File: config.mk
export PLATFORM = sky130hd
export DESIGN_NAME = mandelbrot_escape_count_top
export DESIGN_NICKNAME = d
export VERILOG_FILES = /design/src/rtl/core/mec_pkg.sv /design/src/rtl/core/mec_cfg_regs.sv /design/src/rtl/core/mec_mul.sv /design/src/rtl/core/mec_ctrl.sv /design/src/rtl/core/mandelbrot_escape_count_top.sv
export SDC_FILE = /design/constraint.sdc
export NUM_CORES = 2
export LEC_CHECK = 0
export ABC_AREA = 0
export BUFFER_PORTS_ARGS = -buffer_cell sky130_fd_sc_hd__buf_2
export CAP_MARGIN = 20
export CORE_ASPECT_RATIO = 1.2
export CORE_MARGIN = 3
export CORE_UTILIZATION = 65
export CTS_CLUSTER_DIAMETER = 200
export DETAILED_ROUTE_END_ITERATION = 8
export GPL_TIMING_DRIVEN = 1
export PLACE_DENSITY_LB_ADDON = 0.2
export RECOVER_POWER = 50
export SLEW_MARGIN = 20
export SYNTH_ARGS = -nofsm -noshare
export SYNTH_HDL_FRONTEND = slang
export SYNTH_HIERARCHICAL = 1
export SYNTH_SLANG_ARGS = --single-unit
File: constraint.sdc
create_clock -name clk -period 17 [get_ports clk]
set_clock_uncertainty 0.15 [all_clocks]
set_input_delay 1.7 -clock clk [delete_from_list [all_inputs] [get_ports clk]]
set_output_delay 1.7 -clock clk [all_outputs]
set_load 0.05 [all_outputs]
File: src/rtl/core/mec_pkg.sv
`timescale 1ns / 1ps
// ----------------------------------------------------------------------------
// mec_pkg
// Shared types and constants of the escape-time counter.
// ----------------------------------------------------------------------------
package mec_pkg;

  localparam int COORD_BITS   = 12;
  localparam int FRAC_BITS    = 28;
  localparam int ITER_BITS    = 8;
  localparam int WORD_BITS    = 36;
  localparam int STEP_BITS    = 35;
  localparam int COLOR_BITS   = 4;
  localparam int STEP_LO_BITS = 18;
  localparam int STEP_HI_BITS = STEP_BITS - STEP_LO_BITS;

  // |z| components never exceed 2.0 when squared, so FRAC_BITS+3 signed bits do
  localparam int MUL_BITS  = FRAC_BITS + 3;
  localparam int PROD_BITS = 2 * MUL_BITS;
  // holds edge + coord * step before saturation
  localparam int ACC_BITS  = WORD_BITS + COORD_BITS + 2;

  localparam int DATA_BITS  = 64;
  localparam int PADDR_BITS = 6;
  localparam int REG_IDX_BITS = 3;

  localparam logic [REG_IDX_BITS-1:0] REG_LEFT_EDGE    = 3'd0;
  localparam logic [REG_IDX_BITS-1:0] REG_TOP_EDGE     = 3'd1;
  localparam logic [REG_IDX_BITS-1:0] REG_STEP_X       = 3'd2;
  localparam logic [REG_IDX_BITS-1:0] REG_STEP_Y       = 3'd3;
  localparam logic [REG_IDX_BITS-1:0] REG_MAX_ITER     = 3'd4;
  localparam logic [REG_IDX_BITS-1:0] REG_INSIDE_COLOR = 3'd5;

  localparam logic signed [WORD_BITS-1:0] RST_LEFT_EDGE = -WORD_BITS'(64'sd536870912);
  localparam logic signed [WORD_BITS-1:0] RST_TOP_EDGE  = WORD_BITS'(64'sd301989888);
  localparam logic [STEP_BITS-1:0]        RST_STEP      = STEP_BITS'(64'd196608);
  localparam logic [ITER_BITS-1:0]        RST_MAX_ITER  = ITER_BITS'(32);
  localparam logic [COLOR_BITS-1:0]       RST_INSIDE    = COLOR_BITS'(1);

  // escape bounds: a component beyond 2.0, or |z|^2 beyond 4.0
  localparam logic signed [WORD_BITS-1:0] ESC_HI = WORD_BITS'(64'sd2 <<< FRAC_BITS);
  localparam logic signed [WORD_BITS-1:0] ESC_LO = -ESC_HI;
  localparam logic signed [PROD_BITS-1:0] FOUR   = PROD_BITS'(64'sd4 <<< (2 * FRAC_BITS));

  localparam logic signed [ACC_BITS-1:0] SAT_HI =
    ACC_BITS'((64'sd1 <<< (WORD_BITS - 1)) - 64'sd1);
  localparam logic signed [ACC_BITS-1:0] SAT_LO = -SAT_HI - ACC_BITS'(1);

  typedef struct packed {
    logic signed [WORD_BITS-1:0] left_edge;
    logic signed [WORD_BITS-1:0] top_edge;
    logic [STEP_BITS-1:0]        step_x;
    logic [STEP_BITS-1:0]        step_y;
    logic [ITER_BITS-1:0]        max_iter;
    logic [COLOR_BITS-1:0]       inside_color;
  } mec_cfg_t;

  function automatic logic signed [WORD_BITS-1:0] sat_word(
    input logic signed [ACC_BITS-1:0] v
  );
    logic signed [ACC_BITS-1:0] r;
    r = v;
    if (v > SAT_HI) r = SAT_HI;
    if (v < SAT_LO) r = SAT_LO;
    return $signed(r[WORD_BITS-1:0]);
  endfunction

endpackage

File: src/rtl/core/mec_cfg_regs.sv
`timescale 1ns / 1ps
// ----------------------------------------------------------------------------
// mec_cfg_regs
// Register file behind the APB-style port, one 64-bit slot per register.
// ----------------------------------------------------------------------------
module mec_cfg_regs
  import mec_pkg::*;
(
  input  logic                  clk,
  input  logic                  rst_n,
  input  logic                  psel,
  input  logic                  penable,
  input  logic                  pwrite,
  input  logic [PADDR_BITS-1:0] paddr,
  input  logic [DATA_BITS-1:0]  pwdata,
  output logic [DATA_BITS-1:0]  prdata,
  output logic                  pready,
  output mec_cfg_t              cfg
);

  mec_cfg_t                cfg_r;
  logic                    wr_en;
  logic [REG_IDX_BITS-1:0] idx;

  assign pready = 1'b1;
  assign wr_en  = psel & penable & pwrite;
  assign idx    = paddr[PADDR_BITS-1:PADDR_BITS-REG_IDX_BITS];
  assign cfg    = cfg_r;

  always_ff @(posedge clk) begin
    if (!rst_n) begin
      cfg_r.left_edge    <= RST_LEFT_EDGE;
      cfg_r.top_edge     <= RST_TOP_EDGE;
      cfg_r.step_x       <= RST_STEP;
      cfg_r.step_y       <= RST_STEP;
      cfg_r.max_iter     <= RST_MAX_ITER;
      cfg_r.inside_color <= RST_INSIDE;
    end else if (wr_en) begin
      unique case (idx)
        REG_LEFT_EDGE:    cfg_r.left_edge    <= $signed(pwdata[WORD_BITS-1:0]);
        REG_TOP_EDGE:     cfg_r.top_edge     <= $signed(pwdata[WORD_BITS-1:0]);
        REG_STEP_X:       cfg_r.step_x       <= pwdata[STEP_BITS-1:0];
        REG_STEP_Y:       cfg_r.step_y       <= pwdata[STEP_BITS-1:0];
        REG_MAX_ITER:     cfg_r.max_iter     <= pwdata[ITER_BITS-1:0];
        REG_INSIDE_COLOR: cfg_r.inside_color <= pwdata[COLOR_BITS-1:0];
        default: ;
      endcase
    end
  end

  always_comb begin
    unique case (idx)
      REG_LEFT_EDGE:    prdata = DATA_BITS'(unsigned'(cfg_r.left_edge));
      REG_TOP_EDGE:     prdata = DATA_BITS'(unsigned'(cfg_r.top_edge));
      REG_STEP_X:       prdata = DATA_BITS'(cfg_r.step_x);
      REG_STEP_Y:       prdata = DATA_BITS'(cfg_r.step_y);
      REG_MAX_ITER:     prdata = DATA_BITS'(cfg_r.max_iter);
      REG_INSIDE_COLOR: prdata = DATA_BITS'(cfg_r.inside_color);
      default:          prdata = '0;
    endcase
  end

endmodule

File: src/rtl/core/mec_mul.sv
`timescale 1ns / 1ps
// ----------------------------------------------------------------------------
// mec_mul
// Shared signed multiplier with a registered product.
// ----------------------------------------------------------------------------
module mec_mul
  import mec_pkg::*;
(
  input  logic                        clk,
  input  logic signed [MUL_BITS-1:0]  a,
  input  logic signed [MUL_BITS-1:0]  b,
  output logic signed [PROD_BITS-1:0] prod_r
);

  logic signed [PROD_BITS-1:0] prod_nxt;

  assign prod_nxt = PROD_BITS'(a) * PROD_BITS'(b);

  always_ff @(posedge clk) begin
    prod_r <= prod_nxt;
  end

endmodule

File: src/rtl/core/mec_ctrl.sv
`timescale 1ns / 1ps
// ----------------------------------------------------------------------------
// mec_ctrl
// Sequencer and datapath: forms c, then runs z = z^2 + c on the shared
// multiplier: square of re, square of im, cross product, update.
// ----------------------------------------------------------------------------
module mec_ctrl
  import mec_pkg::*;
(
  input  logic                        clk,
  input  logic                        rst_n,
  input  mec_cfg_t                    cfg,
  input  logic                        in_valid,
  output logic                        in_ready,
  input  logic [COORD_BITS-1:0]       in_column,
  input  logic [COORD_BITS-1:0]       in_row,
  output logic                        out_valid,
  input  logic                        out_ready,
  output logic [COORD_BITS-1:0]       out_pixel_column,
  output logic [COORD_BITS-1:0]       out_pixel_row,
  output logic [ITER_BITS-1:0]        out_iteration_count,
  output logic [COLOR_BITS-1:0]       out_color_index,
  output logic signed [MUL_BITS-1:0]  mul_a,
  output logic signed [MUL_BITS-1:0]  mul_b,
  input  logic signed [PROD_BITS-1:0] prod
);

  localparam logic [3:0] ST_IDLE   = 4'd0;
  localparam logic [3:0] ST_CX_LO  = 4'd1;
  localparam logic [3:0] ST_CX_HI  = 4'd2;
  localparam logic [3:0] ST_CY_LO  = 4'd3;
  localparam logic [3:0] ST_CY_HI  = 4'd4;
  localparam logic [3:0] ST_CY_END = 4'd5;
  localparam logic [3:0] ST_SQX    = 4'd6;
  localparam logic [3:0] ST_SQY    = 4'd7;
  localparam logic [3:0] ST_XY     = 4'd8;
  localparam logic [3:0] ST_UPD    = 4'd9;
  localparam logic [3:0] ST_DONE   = 4'd10;

  logic [3:0]                  state_r, state_nxt;
  logic [COORD_BITS-1:0]       col_r, row_r;
  logic signed [ACC_BITS-1:0]  acc_r;
  logic signed [WORD_BITS-1:0] cx_r, cy_r, zx_r, zy_r;
  logic signed [PROD_BITS-1:0] sq_r, re_r;
  logic [ITER_BITS-1:0]        count_r;
  logic                        out_valid_r;
  logic [COORD_BITS-1:0]       out_col_r, out_row_r;
  logic [ITER_BITS-1:0]        out_count_r;
  logic [COLOR_BITS-1:0]       out_color_r;

  logic signed [ACC_BITS-1:0]  prod_acc, prod_hi_acc;
  logic signed [PROD_BITS-1:0] re_sh, im_sh, sum_sq;
  logic signed [ACC_BITS-1:0]  re_sum, im_sum;
  logic [ITER_BITS-1:0]        count_inc;
  logic                        last_iter, z_big, out_free;

  assign in_ready            = (state_r == ST_IDLE);
  assign out_valid           = out_valid_r;
  assign out_pixel_column    = out_col_r;
  assign out_pixel_row       = out_row_r;
  assign out_iteration_count = out_count_r;
  assign out_color_index     = out_color_r;

  assign out_free  = !out_valid_r || out_ready;
  assign count_inc = count_r + ITER_BITS'(1);
  assign last_iter = (count_inc == cfg.max_iter);
  assign z_big     = (zx_r > ESC_HI) || (zx_r < ESC_LO) || (zy_r > ESC_HI) || (zy_r < ESC_LO);

  // c products stay well inside the accumulator, so truncation is safe
  assign prod_acc    = ACC_BITS'(prod);
  assign prod_hi_acc = prod_acc <<< STEP_LO_BITS;
  assign sum_sq      = sq_r + prod;
  assign re_sh       = re_r >>> FRAC_BITS;
  // 2*zx*zy scaled back: one fewer bit of shift
  assign im_sh       = prod >>> (FRAC_BITS - 1);
  assign re_sum      = ACC_BITS'(re_sh) + ACC_BITS'(cx_r);
  assign im_sum      = ACC_BITS'(im_sh) + ACC_BITS'(cy_r);

  // multiplier operand select
  always_comb begin
    unique case (state_r)
      ST_CX_LO: begin
        mul_a = $signed(MUL_BITS'(col_r));
        mul_b = $signed(MUL_BITS'(cfg.step_x[STEP_LO_BITS-1:0]));
      end
      ST_CX_HI: begin
        mul_a = $signed(MUL_BITS'(col_r));
        mul_b = $signed(MUL_BITS'(cfg.step_x[STEP_BITS-1:STEP_LO_BITS]));
      end
      ST_CY_LO: begin
        mul_a = $signed(MUL_BITS'(row_r));
        mul_b = $signed(MUL_BITS'(cfg.step_y[STEP_LO_BITS-1:0]));
      end
      ST_CY_HI: begin
        mul_a = $signed(MUL_BITS'(row_r));
        mul_b = $signed(MUL_BITS'(cfg.step_y[STEP_BITS-1:STEP_LO_BITS]));
      end
      ST_SQX: begin
        mul_a = $signed(zx_r[MUL_BITS-1:0]);
        mul_b = $signed(zx_r[MUL_BITS-1:0]);
      end
      ST_SQY: begin
        mul_a = $signed(zy_r[MUL_BITS-1:0]);
        mul_b = $signed(zy_r[MUL_BITS-1:0]);
      end
      ST_XY: begin
        mul_a = $signed(zx_r[MUL_BITS-1:0]);
        mul_b = $signed(zy_r[MUL_BITS-1:0]);
      end
      default: begin
        mul_a = '0;
        mul_b = '0;
      end
    endcase
  end

  always_comb begin
    state_nxt = state_r;
    unique case (state_r)
      ST_IDLE:   if (in_valid) state_nxt = ST_CX_LO;
      ST_CX_LO:  state_nxt = ST_CX_HI;
      ST_CX_HI:  state_nxt = ST_CY_LO;
      ST_CY_LO:  state_nxt = ST_CY_HI;
      ST_CY_HI:  state_nxt = ST_CY_END;
      ST_CY_END: state_nxt = ST_SQX;
      ST_SQX:    state_nxt = z_big ? ST_DONE : ST_SQY;
      ST_SQY:    state_nxt = ST_XY;
      ST_XY:     state_nxt = (sum_sq > FOUR) ? ST_DONE : ST_UPD;
      ST_UPD:    state_nxt = last_iter ? ST_DONE : ST_SQX;
      ST_DONE:   if (out_free) state_nxt = ST_IDLE;
      default:   state_nxt = ST_IDLE;
    endcase
  end

  always_ff @(posedge clk) begin
    if (!rst_n) begin
      state_r     <= ST_IDLE;
      out_valid_r <= 1'b0;
    end else begin
      state_r <= state_nxt;
      if (state_r == ST_DONE && out_free) begin
        out_valid_r <= 1'b1;
      end else if (out_ready) begin
        out_valid_r <= 1'b0;
      end
    end
  end

  // datapath registers
  always_ff @(posedge clk) begin
    unique case (state_r)
      ST_IDLE: begin
        col_r   <= in_column;
        row_r   <= in_row;
        zx_r    <= '0;
        zy_r    <= '0;
        count_r <= '0;
      end
      ST_CX_HI:  acc_r <= ACC_BITS'(cfg.left_edge) + prod_acc;
      ST_CY_LO:  cx_r  <= sat_word(acc_r + prod_hi_acc);
      ST_CY_HI:  acc_r <= ACC_BITS'(cfg.top_edge) - prod_acc;
      ST_CY_END: cy_r  <= sat_word(acc_r - prod_hi_acc);
      ST_SQX:    if (z_big) count_r <= count_inc;
      ST_SQY:    sq_r <= prod;
      ST_XY: begin
        if (sum_sq > FOUR) count_r <= count_inc;
        re_r <= sq_r - prod;
      end
      ST_UPD: begin
        zx_r    <= sat_word(re_sum);
        zy_r    <= sat_word(im_sum);
        count_r <= count_inc;
      end
      ST_DONE: begin
        if (out_free) begin
          out_col_r   <= col_r;
          out_row_r   <= row_r;
          out_count_r <= count_r;
          out_color_r <= (count_r == cfg.max_iter) ? cfg.inside_color
                                                   : count_r[COLOR_BITS-1:0];
        end
      end
      default: ;
    endcase
  end

endmodule

File: src/rtl/core/mandelbrot_escape_count_top.sv
`timescale 1ns / 1ps
// ----------------------------------------------------------------------------
// mandelbrot_escape_count_top
// Escape-time counter: one request gives a pixel, one result its count.
// ----------------------------------------------------------------------------
// Usage:
//   in_*  : valid/ready request carrying a pixel column and row.
//   out_* : valid/ready result with the pixel echoed, the iteration count
//           and a colour index.
//   psel/penable/pwrite/paddr/pwdata : register writes at 8*index, only
//           while the block is idle.
// Sequence: c is formed on the shared multiplier, then each iteration takes
//   the squares of re and im, the cross product and the update, and the
//   result is handed over last; a limit of 0 wraps to 256 iterations.
// Flow: one pixel at a time; in_ready is high only while idle. The
//   single multiplier and its iteration loop set the pace.
// Stall: a result waits in the output register; a finished pixel waits in
//   its last state until that register is free, so nothing is dropped.
// Reset: rst_n (synchronous) returns the sequencer to idle, drops out_valid
//   and loads the default window (-2.0, 1.125), limit 32, inside colour 1.
// ----------------------------------------------------------------------------
module mandelbrot_escape_count_top
  import mec_pkg::*;
(
  input  logic                  clk,
  input  logic                  rst_n,
  input  logic                  in_valid,
  output logic                  in_ready,
  input  logic [COORD_BITS-1:0] in_column,
  input  logic [COORD_BITS-1:0] in_row,
  output logic                  out_valid,
  input  logic                  out_ready,
  output logic [COORD_BITS-1:0] out_pixel_column,
  output logic [COORD_BITS-1:0] out_pixel_row,
  output logic [ITER_BITS-1:0]  out_iteration_count,
  output logic [COLOR_BITS-1:0] out_color_index,
  input  logic                  psel,
  input  logic                  penable,
  input  logic                  pwrite,
  input  logic [PADDR_BITS-1:0] paddr,
  input  logic [DATA_BITS-1:0]  pwdata,
  output logic [DATA_BITS-1:0]  prdata,
  output logic                  pready
);

  mec_cfg_t                    cfg;
  logic signed [MUL_BITS-1:0]  mul_a, mul_b;
  logic signed [PROD_BITS-1:0] prod;

  mec_cfg_regs u_regs (
    .clk     (clk),
    .rst_n   (rst_n),
    .psel    (psel),
    .penable (penable),
    .pwrite  (pwrite),
    .paddr   (paddr),
    .pwdata  (pwdata),
    .prdata  (prdata),
    .pready  (pready),
    .cfg     (cfg)
  );

  mec_mul u_mul (
    .clk    (clk),
    .a      (mul_a),
    .b      (mul_b),
    .prod_r (prod)
  );

  mec_ctrl u_ctrl (
    .clk                 (clk),
    .rst_n               (rst_n),
    .cfg                 (cfg),
    .in_valid            (in_valid),
    .in_ready            (in_ready),
    .in_column           (in_column),
    .in_row              (in_row),
    .out_valid           (out_valid),
    .out_ready           (out_ready),
    .out_pixel_column    (out_pixel_column),
    .out_pixel_row       (out_pixel_row),
    .out_iteration_count (out_iteration_count),
    .out_color_index     (out_color_index),
    .mul_a               (mul_a),
    .mul_b               (mul_b),
    .prod                (prod)
  );

endmodule

# --- Yosys cells after proc, flatten, opt, wreduce, memory -nomap -nowiden ---
# Index checks and enable logic that the tools add are counted.
classes:
  n_addsub: 9
  n_mul: 1
  magnitude_cmp: 13
  eq_ne: 21
  n_mux: 24
  bitwise: 2
  n_reduce_logical: 25
op_table:
  columns: ["cell", "count"]
  rows:
  - ["two-way mux 36 bit", 6]
  - ["one-hot mux 36 bit (6 select lines)", 1]
  - ["one-hot mux 31 bit (6 select lines)", 1]
  - ["one-hot mux 36 bit (2 select lines)", 2]
  - ["one-hot mux 31 bit (4 select lines)", 1]
  - ["greater-than comparator 50 x 36 -> 1 bit (second input constant)", 2]
  - ["< comparator 50 x 36 -> 1 bit (second input constant)", 2]
  - ["one-hot mux 50 bit (2 select lines)", 1]
  - ["greater-than comparator 37 x 36 -> 1 bit (second input constant)", 2]
  - ["< comparator 37 x 36 -> 1 bit (second input constant)", 2]
  - ["greater-than comparator 36 x 31 -> 1 bit (second input constant)", 2]
  - ["< comparator 36 x 30 -> 1 bit (second input constant)", 2]
  - ["adder 62 bit", 1]
  - ["greater-than comparator 62 x 60 -> 1 bit (second input constant)", 1]
  - ["multiplier 31 x 31 -> 62 bit", 1]
  - ["subtractor 62 bit", 1]
  - ["adder 36 x 50 -> 50 bit", 1]
  - ["adder 50 bit", 1]
  - ["subtractor 36 x 50 -> 50 bit", 1]
  - ["subtractor 50 bit", 1]
  - ["one-hot mux 4 bit (11 select lines)", 1]
  - ["adder 34 x 36 -> 37 bit", 1]
  - ["adder 35 x 36 -> 37 bit", 1]
  - ["one-hot mux 8 bit (4 select lines)", 1]
  - ["other kinds (26)", 59]
totals:
  reg_bits: 607
  word_cells: 118

# --- Logic depth before layout (Yosys ltp) ---
depth:
  depth_word: 6
  mapped_depth: 37
  mapped_depth_nobuf: 32

# --- Cells and area by module ---
# Netlist, hierarchy kept.
modules_own_cells:
  columns: ["mod", "instances", "cells_each", "area_each_um2"]
  rows:
  - ["mec_mul", 1, 3820, 35811.8]
  - ["mec_ctrl", 1, 3732, 33322.0]
  - ["mec_cfg_regs", 1, 705, 7231.9]

# --- Least setup slack after synthesis ---
# Ideal clock, no wire load.
synth_timing:
  path_kind: "register to register"
  start: "reg u_ctrl.state_r[3]"
  end: "reg u_mul.prod_r[54]"
  setup_time_ps: 127
  t_arrival_ps: 9790
  required_time_ps: 16723
  slack_ps: 6933
  path_stages_with_launch: 33
  n_path_buf: 4
  period_less_slack_ps: 10067
  cell_sequence: "dfxtp_1 > clkbuf_1 > nand2b_1 > clkbuf_1 > nor2_1 > clkbuf_1 > a22oi_1 > nand2_1 > clkbuf_1 > nand2_1 > fa_1 > inv_1 > fa_1 > inv_1 > fa_1 > inv_1 > fa_1 > fa_1 > fa_1 > fa_1 > inv_1 > fa_1 > inv_1 > ha_1 > a21oi_1 > o21ai_2 > o2111ai_1 > nand2_1 > a31oi_1 > o41ai_4 > a21oi_2 > o21ai_2 > xor2_1"
synth_between:
  elab_chain_len: 4
synth_lines:
  columns: ["item", "line", "rtl"]
  rows:
  - ["start, declared", "mec_ctrl.sv:40", "logic [3:0] state_r, state_nxt;"]
  - ["start signal, assigned", "mec_ctrl.sv:140", "state_r <= state_nxt;"]
  - ["== test 4 x 3 -> 1 bit (tied with other cells)", "mec_ctrl.sv:81", "unique case (state_r)"]
  - ["OR reduction 2 bit (no line)", null, null]
  - ["one-hot mux 31 bit (4 select lines) *", "mec_ctrl.sv:81", null]
  - ["via mul_a[7]", "mandelbrot_escape_count_top.sv:47", "logic signed [MUL_BITS-1:0] mul_a, mul_b;"]
  - ["multiplier 31 x 31 -> 62 bit *", "mec_mul.sv:17", "assign prod_nxt = PROD_BITS'(a) * PROD_BITS'(b);"]
  - ["via u_mul.prod_nxt[54]", "mec_mul.sv:15", "logic signed [PROD_BITS-1:0] prod_nxt;"]
  - ["end signal, assigned", "mec_mul.sv:20", "prod_r <= prod_nxt;"]
  - ["end, declared", "mec_mul.sv:12", "output logic signed [PROD_BITS-1:0] prod_r"]
# Mark *: on every way through the listed nets, which the timed path passes. The rest lies on a longest branch.
# A chain may end at the register's enable or synchronous reset.

# --- Worst setup path after layout ---
layout_timing:
  start: "reg u_ctrl.state_r[2]"
  end: "reg u_mul.prod_r[60]"
# The elaborated chain is that of the path after synthesis.

==> results.py <==
metrics = {
    "global_routing": {
        "grt_pass1_vias": 64900,
        "grt_max_degree": 106,
        "grt_pass1_wl_mm": 390,
        "grt_antenna_before_repair": 19,
        "overflow": 0,
        "track_usage": 0.428,
    },
    "timing": {
        "slew_headroom": -2.02,
        "finalSetupTns_ns": 0,
        "setup_viol": 0,
        "max_freq_mhz": 74.4,
        "tightest_slew_ns": 4.53,
        "hold_ws_ns": 0.327,
        "rsz0062_at_grt": "no",
        "finalHoldViolCount": 0,
        "drv_slew": 573,
        "finalCriticalPeriod_ns": 13.43,
        "fin_crit_sh": 0.790,
    },
    "clock_tree": {
        "cts_sinks": 579,
        "numCtsBuffers": 68,
        "cts_resized": 0,
        "root_buffer": "clkbuf_16",
        "htree_levels": 3,
        "cts.clk_slew.worst_paths_ns": 0.06,
        "insertion_delay_ns": 0.67,
        "cts_tree": "done",
        "cts_max_path_buffers": 3,
        "holdBufCountCts": 0,
        "postCtsSetupBuffers": 0,
    },
    "critical_path": {
        "worst-r2r-setup-slack_ns": 3.57,
        "timing.rr.end": "u_mul/prod_r[60]$_DFF_P_",
        "endpoint": "u_mul/prod_r[60]$_DFF_P_",
        "cp_common_cell": "fa_1",
        "crit_type": "flip-flop to flip-flop",
        "slowest_delay_ns": 3.21,
        "worstSetupStartpointType": "flip-flop",
        "cp-end-kind": "flip-flop",
        "required_ns": 17.44,
        "r2r_cells": 28,
        "cp_num_cells": 28,
        "critical_path.slowest_cell": "clkbuf_1",
        "cp_max_fo": 70,
        "r2r_start": "u_ctrl/state_r[2]$_SDFFE_PN0P_",
        "crit_start": "u_ctrl/state_r[2]$_SDFFE_PN0P_",
        "cp_top_family": "adder cells",
        "cp.arrival_ns": 13.87,
        "cp_num_buf_inv": 6,
    },
    "floorplanning": {
        "core_area_um2": 116000,
        "die_h_um": 381,
        "rows": 137,
        "chipWidth_um": 319,
        "initial_core_util": 0.656,
        "ios": 204,
        "dieArea_um2": 122000,
    },
    "final_layout": {
        "fin_cells": 9795,
        "area_growth_pct": 5.12,
        "stdcell_area_um2": 80300,
        "nNetsFinal": 9857,
        "final_layout_size_suffix_gt1_frac": 0.0567,
        "final_common_cell": "inv_1",
        "final_cell_mix": "inv_1, fa_1, nand2_1, ha_1, a21oi_1",
    },
    "route": {
        "drc": 2,
        "dr.pass1.iters": 9,
        "routed_wl_mm": 261,
        "drtIter0Drc": 7050,
        "post_drt_wl_per_cell_um": 26.7,
        "ant_nets": 0,
        "dr_total_vias": 63300,
        "via_per_inst": 6.46,
    },
    "synth": {
        "synthCells": 8257,
        "avgSynthCellArea_um2": 9.25,
        "yosysUniqueCellTypes": 120,
        "yosysWarningCount": 6,
        "synth_top_cell_by_area": "fa_1",
        "yosysSeqAreaShare": 0.199,
        "synth_flop_cell": "edfxtp_1",
        "synth_enable_flop_cells": 358,
        "ys_ff_latch": 579,
        "synth_area_um2": 76400,
        "synthTopCellsByArea": "fa_1, edfxtp_1, ha_1",
        "async_reset_ff_frac": 0,
        "yosysTopAreaCellShare": 0.269,
    },
    "run_status": {
        "status": "finished with violations",
        "violations": "design-rule violations, max-capacitance violations, max-slew violations",
    },
    "power_and_ir_drop": {
        "p_leak_nw": 37.2,
        "ir_drop_mv": 0.0845,
        "power.density_nw_per_um2": 58.0,
    },
    "placed_design": {
        "post-dp-hpwl_mm": 205,
        "io_buffers": 143,
        "placed_cell_area_um2": 78200,
        "placedCellCount": 9653,
        "gp_congestion": 1.06,
    },
    "job": {
        "maxCapViolations": 11,
    },
    "worst_hold_path": {
        "min-delay-path-class": "flip-flop to flip-flop",
    },
}
## kinds of logic after synthesis
group | share of synthesized area
buffers and inverters | 0.0852
muxes | 0.0328
AOI/OAI and AO/OA | 0.134
xor gates and xnor gates | 0.0373
adders and majority gates | 0.357
other | 0.0000983
and+or+nand+nor | 0.156
DFF | 0.199
## per-stage QoR
stage | setup WS [ns] | total power, W | util
after global placement | 6.01 | 0.00308 | 0.672
after floorplan | 6.93 | 0.00260 | -
after CTS | 5.78 | 0.00460 | 0.691
final | 3.57 | 0.00466 | 0.690
after detailed placement | 5.79 | 0.00310 | 0.672
after global routing | 3.21 | 0.00478 | 0.689
## worst min-delay path by stage
stage / cells past startpoint / startpoint / end
floorplan: 0 / u_ctrl/count_r[2]$_SDFFCE_PN0P_ / u_ctrl/out_iteration_count[2]$_DFFE_PP_
global placement: 2 / u_regs/cfg[58]$_SDFFE_PN0P_ / u_regs/cfg[58]$_SDFFE_PN0P_
detailed placement: 2 / u_regs/cfg[55]$_SDFFE_PN0P_ / u_regs/cfg[55]$_SDFFE_PN0P_
CTS: 2 / u_regs/cfg[55]$_SDFFE_PN0P_ / u_regs/cfg[55]$_SDFFE_PN0P_
global route: 2 / u_regs/cfg[55]$_SDFFE_PN0P_ / u_regs/cfg[55]$_SDFFE_PN0P_
finish: 2 / u_regs/cfg[57]$_SDFFE_PN0P_ / u_regs/cfg[57]$_SDFFE_PN0P_
## layout make-up
class | count | area, um2
clock buffer | 89 | 1920
clock inverter | 36 | 363
timing repair buffer | 271 | 1460
antenna | 17 | 42.5
inverter | 1209 | 4540
multi-input combinational | 6065 | 54900
sequential | 579 | 15200
fill | 9251 | 36100
tap | 1529 | 1910
## metal layers
metal	share of wire	up-vias	track usage
li1	-	27100	-
met2	0.46	3772	0.687
met4	0.11	6	0.370
met3	0.098	1131	0.0898
met1	0.33	31300	0.489
met5	0.00013	-	0
## synth_stat cells, types with 49 or more instances
cell type,count
o31ai_1,55
buf_4,49
fa_1,1025
a21oi_1,473
a21o_1,150
xnor2_1,222
clkbuf_1,314
nand2_1,948
buf_2,53
nor2_1,346
nor4_1,67
nand2b_1,68
nand4_1,59
xor2_1,103
edfxtp_1,358
ha_1,537
nor2b_1,144
dfxtp_1,221
and2_1,460
mux2i_1,167
nor3_1,88
nand3_1,92
inv_1,1199
o21ai_0,233
o21a_1,89
## flip-flops by register name, indices dropped and copies added (netlist names), 8 cells and up
name                        cells
u_ctrl/acc_r                   50
u_ctrl/col_r                   12
u_ctrl/count_r                  8
u_ctrl/cx_r                    36
u_ctrl/cy_r                    36
u_ctrl/out_iteration_count      8
u_ctrl/out_pixel_column        12
u_ctrl/out_pixel_row           12
u_ctrl/re_r                    34
u_ctrl/row_r                   12
u_ctrl/sq_r                    62
u_ctrl/zx_r                    36
u_ctrl/zy_r                    36
u_mul/prod_r                   62
u_regs/cfg                    154
## worst reg2reg max path: cells and delay by family, from the launching register on
family	cells	cell delay, ns
AO/OA/AOI/OAI	8	3.22
XOR/XNOR	1	0.13
adder cells (fa/ha/maj)	9	4.45
buffers and inverters	6	3.48
flip-flops	1	0.55
AND/OR/NAND/NOR	4	1.35
## power by group
part / switching [W] / total, W / internal (W)
logic: 0.000982 / 0.00141 / 0.000430
registers: 0.000121 / 0.00174 / 0.00162
clock network: 0.000671 / 0.00151 / 0.000835
total: 0.00177 / 0.00465 / 0.00288
Power figures use the tool's default switching activity.
